## config.mk

```make
export PLATFORM = sky130hd
export DESIGN_NAME = prr_sequencer
export DESIGN_NICKNAME = d
export VERILOG_FILES = /design/src/hdl/prr_pkg.sv /design/src/hdl/prr_sequencer.sv
export SDC_FILE = /design/constraint.sdc
export NUM_CORES = 1
export LEC_CHECK = 0
export ABC_AREA = 1
export BUFFER_PORTS_ARGS = -buffer_cell sky130_fd_sc_hd__buf_2
export CORE_MARGIN = 2
export CORE_UTILIZATION = 35
export CTS_CLUSTER_DIAMETER = 30
export CTS_CLUSTER_SIZE = 16
export DETAILED_ROUTE_END_ITERATION = 7
export GPL_TIMING_DRIVEN = 0
export SYNTH_ARGS = -nofsm -noshare
export SYNTH_HDL_FRONTEND = slang
export SYNTH_SLANG_ARGS = --single-unit
```

## constraint.sdc

```tcl
create_clock -name clock -period 5.85 [get_ports clock]
set_input_delay 0.8775 -clock clock [delete_from_list [all_inputs] [get_ports clock]]
set_output_delay 0.8775 -clock clock [all_outputs]
set_load 0.01 [all_outputs]
```

## src/hdl/prr_pkg.sv

```systemverilog
`timescale 1ns / 1ps
// shared constants, types and microcode program of the ptz pattern record/replay unit
package prr_pkg;

   localparam int TABLE_DEPTH = 32;
   localparam int ADDR_W      = (TABLE_DEPTH > 1) ? $clog2(TABLE_DEPTH) : 1;
   localparam int CNT_W       = $clog2(TABLE_DEPTH + 1);
   localparam int UPC_W       = 5;

   // input item kinds
   localparam logic [2:0] KIND_POS  = 3'd0;
   localparam logic [2:0] KIND_CMD  = 3'd1;
   localparam logic [2:0] KIND_REC  = 3'd2;
   localparam logic [2:0] KIND_STOP = 3'd3;
   localparam logic [2:0] KIND_PLAY = 3'd4;
   localparam logic [2:0] KIND_TICK = 3'd5;

   // result kinds
   localparam logic [1:0] RK_STATUS = 2'd0;
   localparam logic [1:0] RK_GOTO   = 2'd1;
   localparam logic [1:0] RK_CMD    = 2'd2;

   // status codes
   localparam logic [1:0] ST_OK      = 2'd0;
   localparam logic [1:0] ST_REFUSED = 2'd1;
   localparam logic [1:0] ST_EMPTY   = 2'd2;

   typedef enum logic [3:0] {
      OP_NOP,
      OP_FETCH,
      OP_APPEND,
      OP_REC_START,
      OP_STOP,
      OP_PLAY_START,
      OP_TICK,
      OP_READ_IDX,
      OP_TAKE,
      OP_READ_ZERO,
      OP_FLUSH,
      OP_FLUSH_END,
      OP_GOTO,
      OP_STATUS
   } op_type;

   typedef enum logic [3:0] {
      J_NONE,
      J_ALWAYS,
      J_DISPATCH,
      J_IF_REC,
      J_IF_NOT_REC,
      J_IF_PLAY,
      J_IF_NOT_PLAY,
      J_IF_PHASE0,
      J_IF_IDX_END,
      J_IF_IDX_MORE,
      J_IF_CNT_ZERO,
      J_IF_NOT_LATER
   } jump_type;

   // microcode addresses
   localparam logic [UPC_W-1:0] U_FETCH  = 5'd0;
   localparam logic [UPC_W-1:0] U_DISP   = 5'd1;
   localparam logic [UPC_W-1:0] U_POS0   = 5'd2;
   localparam logic [UPC_W-1:0] U_POS1   = 5'd3;
   localparam logic [UPC_W-1:0] U_POS2   = 5'd4;
   localparam logic [UPC_W-1:0] U_LCHK   = 5'd5;
   localparam logic [UPC_W-1:0] U_LRD    = 5'd6;
   localparam logic [UPC_W-1:0] U_LCMP   = 5'd7;
   localparam logic [UPC_W-1:0] U_LTAKE  = 5'd8;
   localparam logic [UPC_W-1:0] U_LNEXT  = 5'd9;
   localparam logic [UPC_W-1:0] U_GOTO0  = 5'd10;
   localparam logic [UPC_W-1:0] U_GOTO1  = 5'd11;
   localparam logic [UPC_W-1:0] U_GOTO2  = 5'd12;
   localparam logic [UPC_W-1:0] U_END    = 5'd13;
   localparam logic [UPC_W-1:0] U_CMD0   = 5'd14;
   localparam logic [UPC_W-1:0] U_APP    = 5'd15;
   localparam logic [UPC_W-1:0] U_REC0   = 5'd16;
   localparam logic [UPC_W-1:0] U_REC1   = 5'd17;
   localparam logic [UPC_W-1:0] U_REC2   = 5'd18;
   localparam logic [UPC_W-1:0] U_STOP0  = 5'd19;
   localparam logic [UPC_W-1:0] U_OK     = 5'd20;
   localparam logic [UPC_W-1:0] U_PLAY0  = 5'd21;
   localparam logic [UPC_W-1:0] U_PLAY1  = 5'd22;
   localparam logic [UPC_W-1:0] U_PLAY2  = 5'd23;
   localparam logic [UPC_W-1:0] U_REFUSE = 5'd24;
   localparam logic [UPC_W-1:0] U_EMPTY  = 5'd25;
   localparam logic [UPC_W-1:0] U_TICK   = 5'd26;
   localparam logic [UPC_W-1:0] U_LAST   = 5'd26;

   typedef struct packed {
      op_type             op;
      jump_type           jump;
      logic [UPC_W-1:0]   target;
      logic [1:0]         status;
   } ctrl_word_type;

   typedef struct packed {
      logic       stall;
      logic [2:0] kind;
      logic       rec_on;
      logic       play_on;
      logic       phase_run;
      logic       idx_end;
      logic       cnt_zero;
      logic       later;
   } flags_type;

   typedef struct packed {
      logic [47:0] pos;
      logic        is_cmd;
      logic [7:0]  code;
      logic [63:0] params;
      logic [31:0] stamp;
   } entry_type;

   typedef struct packed {
      logic [1:0]         result_kind;
      logic [1:0]         status;
      logic signed [15:0] target_pan;
      logic signed [15:0] target_tilt;
      logic signed [15:0] target_zoom;
      logic [7:0]         out_cmd;
      logic [31:0]        out_param_a;
      logic [31:0]        out_param_b;
      logic               last;
   } rsp_type;

   function automatic ctrl_word_type mk_word(input op_type op, input jump_type jump,
                                             input logic [UPC_W-1:0] target,
                                             input logic [1:0] status);
      ctrl_word_type w;
      w.op     = op;
      w.jump   = jump;
      w.target = target;
      w.status = status;
      return w;
   endfunction

   // control program: one word per step
   function automatic ctrl_word_type ucode(input logic [UPC_W-1:0] upc);
      ctrl_word_type w;
      case (upc)
         U_FETCH:  w = mk_word(OP_FETCH,      J_NONE,         U_FETCH,  ST_OK);
         U_DISP:   w = mk_word(OP_NOP,        J_DISPATCH,     U_FETCH,  ST_OK);
         U_POS0:   w = mk_word(OP_NOP,        J_IF_REC,       U_APP,    ST_OK);
         U_POS1:   w = mk_word(OP_NOP,        J_IF_NOT_PLAY,  U_FETCH,  ST_OK);
         U_POS2:   w = mk_word(OP_NOP,        J_IF_PHASE0,    U_GOTO0,  ST_OK);
         U_LCHK:   w = mk_word(OP_NOP,        J_IF_IDX_END,   U_GOTO0,  ST_OK);
         U_LRD:    w = mk_word(OP_READ_IDX,   J_NONE,         U_FETCH,  ST_OK);
         U_LCMP:   w = mk_word(OP_NOP,        J_IF_NOT_LATER, U_END,    ST_OK);
         U_LTAKE:  w = mk_word(OP_TAKE,       J_NONE,         U_FETCH,  ST_OK);
         U_LNEXT:  w = mk_word(OP_NOP,        J_IF_IDX_MORE,  U_LCMP,   ST_OK);
         U_GOTO0:  w = mk_word(OP_READ_ZERO,  J_NONE,         U_FETCH,  ST_OK);
         U_GOTO1:  w = mk_word(OP_FLUSH,      J_NONE,         U_FETCH,  ST_OK);
         U_GOTO2:  w = mk_word(OP_GOTO,       J_ALWAYS,       U_FETCH,  ST_OK);
         U_END:    w = mk_word(OP_FLUSH_END,  J_ALWAYS,       U_FETCH,  ST_OK);
         U_CMD0:   w = mk_word(OP_NOP,        J_IF_NOT_REC,   U_FETCH,  ST_OK);
         U_APP:    w = mk_word(OP_APPEND,     J_ALWAYS,       U_FETCH,  ST_OK);
         U_REC0:   w = mk_word(OP_NOP,        J_IF_PLAY,      U_REFUSE, ST_OK);
         U_REC1:   w = mk_word(OP_REC_START,  J_NONE,         U_FETCH,  ST_OK);
         U_REC2:   w = mk_word(OP_APPEND,     J_ALWAYS,       U_OK,     ST_OK);
         U_STOP0:  w = mk_word(OP_STOP,       J_NONE,         U_FETCH,  ST_OK);
         U_OK:     w = mk_word(OP_STATUS,     J_ALWAYS,       U_FETCH,  ST_OK);
         U_PLAY0:  w = mk_word(OP_NOP,        J_IF_REC,       U_REFUSE, ST_OK);
         U_PLAY1:  w = mk_word(OP_NOP,        J_IF_CNT_ZERO,  U_EMPTY,  ST_OK);
         U_PLAY2:  w = mk_word(OP_PLAY_START, J_ALWAYS,       U_OK,     ST_OK);
         U_REFUSE: w = mk_word(OP_STATUS,     J_ALWAYS,       U_FETCH,  ST_REFUSED);
         U_EMPTY:  w = mk_word(OP_STATUS,     J_ALWAYS,       U_FETCH,  ST_EMPTY);
         U_TICK:   w = mk_word(OP_TICK,       J_ALWAYS,       U_FETCH,  ST_OK);
         default:  w = mk_word(OP_NOP,        J_ALWAYS,       U_FETCH,  ST_OK);
      endcase
      return w;
   endfunction

   // entry point of each item kind
   function automatic logic [UPC_W-1:0] dispatch(input logic [2:0] kind);
      logic [UPC_W-1:0] a;
      case (kind)
         KIND_POS:  a = U_POS0;
         KIND_CMD:  a = U_CMD0;
         KIND_REC:  a = U_REC0;
         KIND_STOP: a = U_STOP0;
         KIND_PLAY: a = U_PLAY0;
         KIND_TICK: a = U_TICK;
         default:   a = U_FETCH;
      endcase
      return a;
   endfunction

endpackage

```

## src/hdl/prr_sequencer.sv

```systemverilog
`timescale 1ns / 1ps
// microcode step counter with conditional jumps and kind dispatch
module prr_sequencer (
   input  logic                   clock,
   input  logic                   reset,
   input  prr_pkg::flags_type     flags,
   output prr_pkg::ctrl_word_type ctrl
);

   logic [prr_pkg::UPC_W-1:0] upc_ff;
   logic [prr_pkg::UPC_W-1:0] upc_in;
   logic                      take;

   assign ctrl = prr_pkg::ucode(upc_ff);

   always_comb begin
      case (ctrl.jump)
         prr_pkg::J_NONE:         take = 1'b0;
         prr_pkg::J_ALWAYS:       take = 1'b1;
         prr_pkg::J_DISPATCH:     take = 1'b0;
         prr_pkg::J_IF_REC:       take = flags.rec_on;
         prr_pkg::J_IF_NOT_REC:   take = !flags.rec_on;
         prr_pkg::J_IF_PLAY:      take = flags.play_on;
         prr_pkg::J_IF_NOT_PLAY:  take = !flags.play_on;
         prr_pkg::J_IF_PHASE0:    take = !flags.phase_run;
         prr_pkg::J_IF_IDX_END:   take = flags.idx_end;
         prr_pkg::J_IF_IDX_MORE:  take = !flags.idx_end;
         prr_pkg::J_IF_CNT_ZERO:  take = flags.cnt_zero;
         prr_pkg::J_IF_NOT_LATER: take = !flags.later;
         default:                 take = 1'b0;
      endcase

      if (flags.stall) begin
         upc_in = upc_ff;
      end else if (ctrl.jump == prr_pkg::J_DISPATCH) begin
         upc_in = prr_pkg::dispatch(flags.kind);
      end else if (take) begin
         upc_in = ctrl.target;
      end else begin
         upc_in = upc_ff + prr_pkg::UPC_W'(1);
      end
   end

   always_ff @(posedge clock) begin
      if (reset) begin
         upc_ff <= prr_pkg::U_FETCH;
      end else begin
         upc_ff <= upc_in;
      end
   end

   a_upc_in_program: assert property (@(posedge clock) disable iff (reset)
      upc_ff <= prr_pkg::U_LAST)
      else $error("step counter left the program");

   a_jump_only_no_stall: assert property (@(posedge clock) disable iff (reset)
      ctrl.op == prr_pkg::OP_NOP |-> !flags.stall)
      else $error("jump-only step stalled");

   a_fetch_then_dispatch: assert property (@(posedge clock) disable iff (reset)
      (ctrl.op == prr_pkg::OP_FETCH && !flags.stall) |=> upc_ff == prr_pkg::U_DISP)
      else $error("accepted item not dispatched");

endmodule

```

# After elaboration in Yosys (flattened, before gate mapping)
# Memories as Yosys holds them, arrays and structs flattened. A register that Yosys moved wholly into a read port is not among the register bits.
# Cells that the tools add are included.
# totals
reg_bits	5
rom_bits	480
memories	1
# mem_list
memory	depth	word_bits	rd	rd_clocked_by_memory_dff	write_ports	line_no	source
(name not given)	32	15	1	1	0	prr_pkg.sv:142	case (upc)
# op_classes
n_addsub	1
n_eq_ne	16
n_mux	6
n_reduce_logical	6
# op_table
operator	n
$pmux 5 s6	1
$mux 5	4
$eq 4x3->1 const B	4
$eq 4x4->1 const B	4
$pmux 1 s10	1
$eq 4x2->1 const B	2
$eq 3x2->1 const B	2
$eq 3x3->1 const B	2
$add 5x1->5 const B	1
$logic_not 1->1	5
$eq 4x1->1 const B	1
$eq 3x1->1 const B	1
$logic_not 3->1	1

# Logic depth before layout (Yosys ltp)
# depth
word_depth	6
depth_mapped	20

# Worst setup path after synthesis
# No wires, ideal clock.
# synth_path
kind	in2reg
from	input port flags[3] in the netlist's numbering
to	register ctrl[5] (netlist name)
setup_time_ns	0.121
arrival_ns	2.574
setup_slack_ns	3.155
path_stages	14
path_cell_list	or2_0 -> nand2_1 -> nand3_4 -> nand2_4 -> nand2_1 -> nand2_1 -> nor2_1 -> o21ai_1 -> nand2_1 -> ha_1 -> nand3_1 -> inv_1 -> o21ai_0 -> o21ai_1
# synth_between
elab_chain_cells	6
# synth_rtl
item	line_no	source
from (decl)	prr_sequencer.sv:6	input prr_pkg::flags_type flags,
$logic_not 1->1	prr_sequencer.sv:25	prr_pkg::J_IF_PHASE0: take = !flags.phase_run;
$pmux 1 s10	prr_sequencer.sv:17	case (ctrl.jump)
$mux 5	prr_sequencer.sv:37	end else if (take) begin
$mux 5	prr_sequencer.sv:35	end else if (ctrl.jump == prr_pkg::J_DISPATCH) begin
$mux 5 (no source line) (2 in a row)	--	
# No other way between the ends.
# A chain may end at the register's enable or synchronous reset.

# Worst setup path in the final report
# layout_path
from	input port flags[3] in the netlist's numbering
to	register ctrl[5] (netlist name)
# layout_between
elab_chain_cells	6
# layout_rtl
item	line_no
$logic_not 1->1	prr_sequencer.sv:25
$pmux 1 s10	prr_sequencer.sv:17
$mux 5	prr_sequencer.sv:37
$mux 5	prr_sequencer.sv:35
$mux 5 (no source line) (2 in a row)	--
# No other way between the ends.

==> summary.md <==
| Metric | Value |
|---|---|
| Clock buffer depth | `2` |
| Final period utilization | `50.95%` |
| WHS | `0.6513 ns` |
| RePlAce Congestion | `0.8688` |
| Post-layout util | `42.79%` |
| Total Die Area | `4716 um^2` |
| CTS resizes | `0` |
| Count leader, synth | `nand2_1` |
| Synth top area share | `27.35%` |
| Worst-path cell chain | `buf_2, or2_0, nand2_1, nand3_4, nand2_4, nand2_1, nand2_1, nor2_1, o21ai_1, nand2_1, ha_1, nand3_1, inv_1, o21ai_0, o21ai_1` |
| Cts bufs inserted | `3` |
| DRC | `0` |
| Layout area overhead | `16.92%` |
| Clock sink count | `20` |
| Worst Clk Skew | `0.002554 ns` |
| Power Total | `754.8 uW` |
| Max Fclk | `0.3355 GHz` |
| Crit-path slowest cell | `ha_1` |
| RSZ-0062 raised after global routing | `no` |
| R2R Setup Slk | `3.08 ns` |
| Initial Util | `36.60%` |
| Grt total ovfl | `0` |
| Net count after synthesis | `237` |
| CP Capture Type | `register` |
| Final Non-Filler Cells | `298` |
| Clk_lat worst skew | `0.26 ns` |
| Ys Warns | `0` |
| Port buffer count | `26` |
| Die X | `68.67 um` |
| DP Worst Slack | `2.603 ns` |
| Crit-path max FO | `8` |
| Worst r2r path cells | `15` |
| Hold buffers post-CTS | `0` |
| WP data required | `6.00 ns` |
| Detailed Routing Iterations Pass 1 | `4` |
| Fraction of layout cells with a size suffix above 1 | `26.21%` |
| Placed Area | `1657 um^2` |
| Mapped Cells | `218` |
| Setup TNS Final | `0 ns` |
| Inst Count DP | `294` |
| Drt initial violations | `59` |
| Routed WL per cell | `11.17 um` |
| Initial antenna violation count | `0` |
| Worst hold start | `ctrl[6]$_SDFF_PP0_` |
| Synth area leaders | `dfxtp_1 27%, nand2_1 14%, nand3_1 9.2%` |
| Final #Nets | `268` |
| Hold depth | `4` |
| Post-synthesis register bit count | `20` |
| CP Launch Type | `input pin` |
| Worst Path Arrival | `3.13 ns` |
| Slew HR | `76.01%` |
| Final Setup Violations | `0` |
| Worst Hold Class | `reg -> reg` |
| Detail Placement HPWL | `2.653 mm` |
| CTS root buffer | `clkbuf_8` |
| Die H | `68.67 um` |
| Total number of vias | `1368` |
| CP Class | `in -> reg` |
| Via/cell ratio | `4.591` |
| Antenna Nets Post-Route | `0` |
| Post-synth EDFFs | `0` |
| Worst R2R End | `ctrl[5]$_DFF_P_` |
| Status | `complete, no violations` |
| Fill cells | `438` |
| Synth area leader | `dfxtp_1` |
| FFs w/ async S/R, synth | `0%` |
| Worst r2r src | `ctrl[8]$_DFF_P_` |
| Final Max Slew Viols | `0` |
| Diode count | `0` |
| Pwr Density | `441.0 nW/um^2` |
| Worst slew pin tran | `0.3590 ns` |
| CP max stage delay | `0.42 ns` |
| Leakage power | `0.9462 nW` |
| First-pass GRT wire length | `5.561 mm` |
| Largest net degree at the start of global routing | `12` |
| Worst-path clk slew | `0.07 ns` |
| Final Hold Viols | `0` |
| Minimum clock period | `2.981 ns` |
| Synth top cells by count | `54 x nand2_1, 28 x inv_1, 27 x nand3_1` |
| Core ar. | `4000 um^2` |
| Total global-route track usage | `16.08%` |
| Synth unique cells | `26` |
| IO Pins | `27` |
| Max-Cap Viols | `0` |
| TritonCTS clock tree | `yes` |
| Final std cell area, no fill | `1712 um^2` |
| Synthesized cell area | `1464 um^2` |
| Most used flip-flop cell after synthesis | `dfxtp_1` |
| Vias in the first global route | `1286` |
| Worst Hold End | `upc_ff[4]$_SDFFE_PP0N_` |
| Sequential fraction of the synthesis area | `27.35%` |
| # H-tree levels | `1` |
| Setup Buffers After CTS | `0` |
| CP most frequent cell | `nand2_1` |
| Worst Slack Setup Final | `2.869 ns` |
| Peak VDD IR | `0.1550 mV` |
| DRT Wirelength | `3.328 mm` |
| Std-Cell Rows | `23` |
| Mean Syn Cell Area | `6.715 um^2` |
==> how the worst max path moves through the flow <==
stage,slack (ns),endpoint,from
after floorplan,3.16,ctrl[5]$_DFF_P_,flags[3]
after global placement,2.61,ctrl[5]$_DFF_P_,flags[3]
after detailed placement,2.60,ctrl[5]$_DFF_P_,flags[3]
after CTS,2.88,ctrl[5]$_DFF_P_,flags[3]
after global routing,2.66,ctrl[5]$_DFF_P_,flags[2]
final,2.87,ctrl[5]$_DFF_P_,flags[3]
==> layout make-up <==
cell class | count | area (um^2) | area share, %
Buffer | 1 | 15.01 | 0.8772
Clock buffer | 4 | 55.05 | 3.216
Timing Repair Buffer | 26 | 130.1 | 7.602
Multi-Input combinational cell | 163 | 920.9 | 53.80
Sequential cell | 20 | 400.4 | 23.39
Tap cell | 50 | 62.56 | 3.655
Inverter | 34 | 127.6 | 7.456
==> layout by cell type, fill, tap and decap left out, types with 7 or more instances in the layout <==
cell type / count
nand3_1: 27
nand2_2: 8
dfxtp_1: 20
inv_1: 28
nand2_1: 54
buf_2: 26
nor2_1: 22
ha_1: 7
a21oi_1: 7
==> layer usage <==
| layer | vias up | GRT usage [%] | share of wire, % |
|---|---|---|---|
| met5 | - | 0 | 0 |
| met2 | 31 | 25.84 | 43 |
| met1 | 587 | 21.03 | 51 |
| met3 | 5 | 1.948 | 4.7 |
| met4 | 0 | 8.250 | 2.0 |
| li1 | 745 | - | - |
==> where the power goes <==
group	switching (mW)	leakage, nW	total [mW]	internal (mW)
combinational	0.280	0.753	0.435	0.154
sequential	0.0318	0.165	0.213	0.181
clock	0.0475	0.0288	0.108	0.0600
total	0.360	0.946	0.755	0.395
==> cells by family after synthesis <==
kind of cell / after synthesis / synth area share [%]
and+or+nand+nor: 130 / 44.87
DFF: 20 / 27.35
xor gates and xnor gates: 4 / 2.393
AOI/OAI and AO/OA: 22 / 9.658
adders and majority gates: 7 / 5.983
buffers and inverters: 35 / 9.743
==> sequential cells by signal, summed over array words and instances (netlist names) <==
signal  count
ctrl       15
upc_ff      5
==> critical path: cells and delay by family <==
family                   cells  cell delay, ns
buffers and inverters        2            0.15
adder cells (fa/ha/maj)      1            0.42
AND/OR/NAND/NOR              9            1.19
AO/OA/AOI/OAI                3            0.48
No activity file was read; power rests on OpenSTA's default activity.
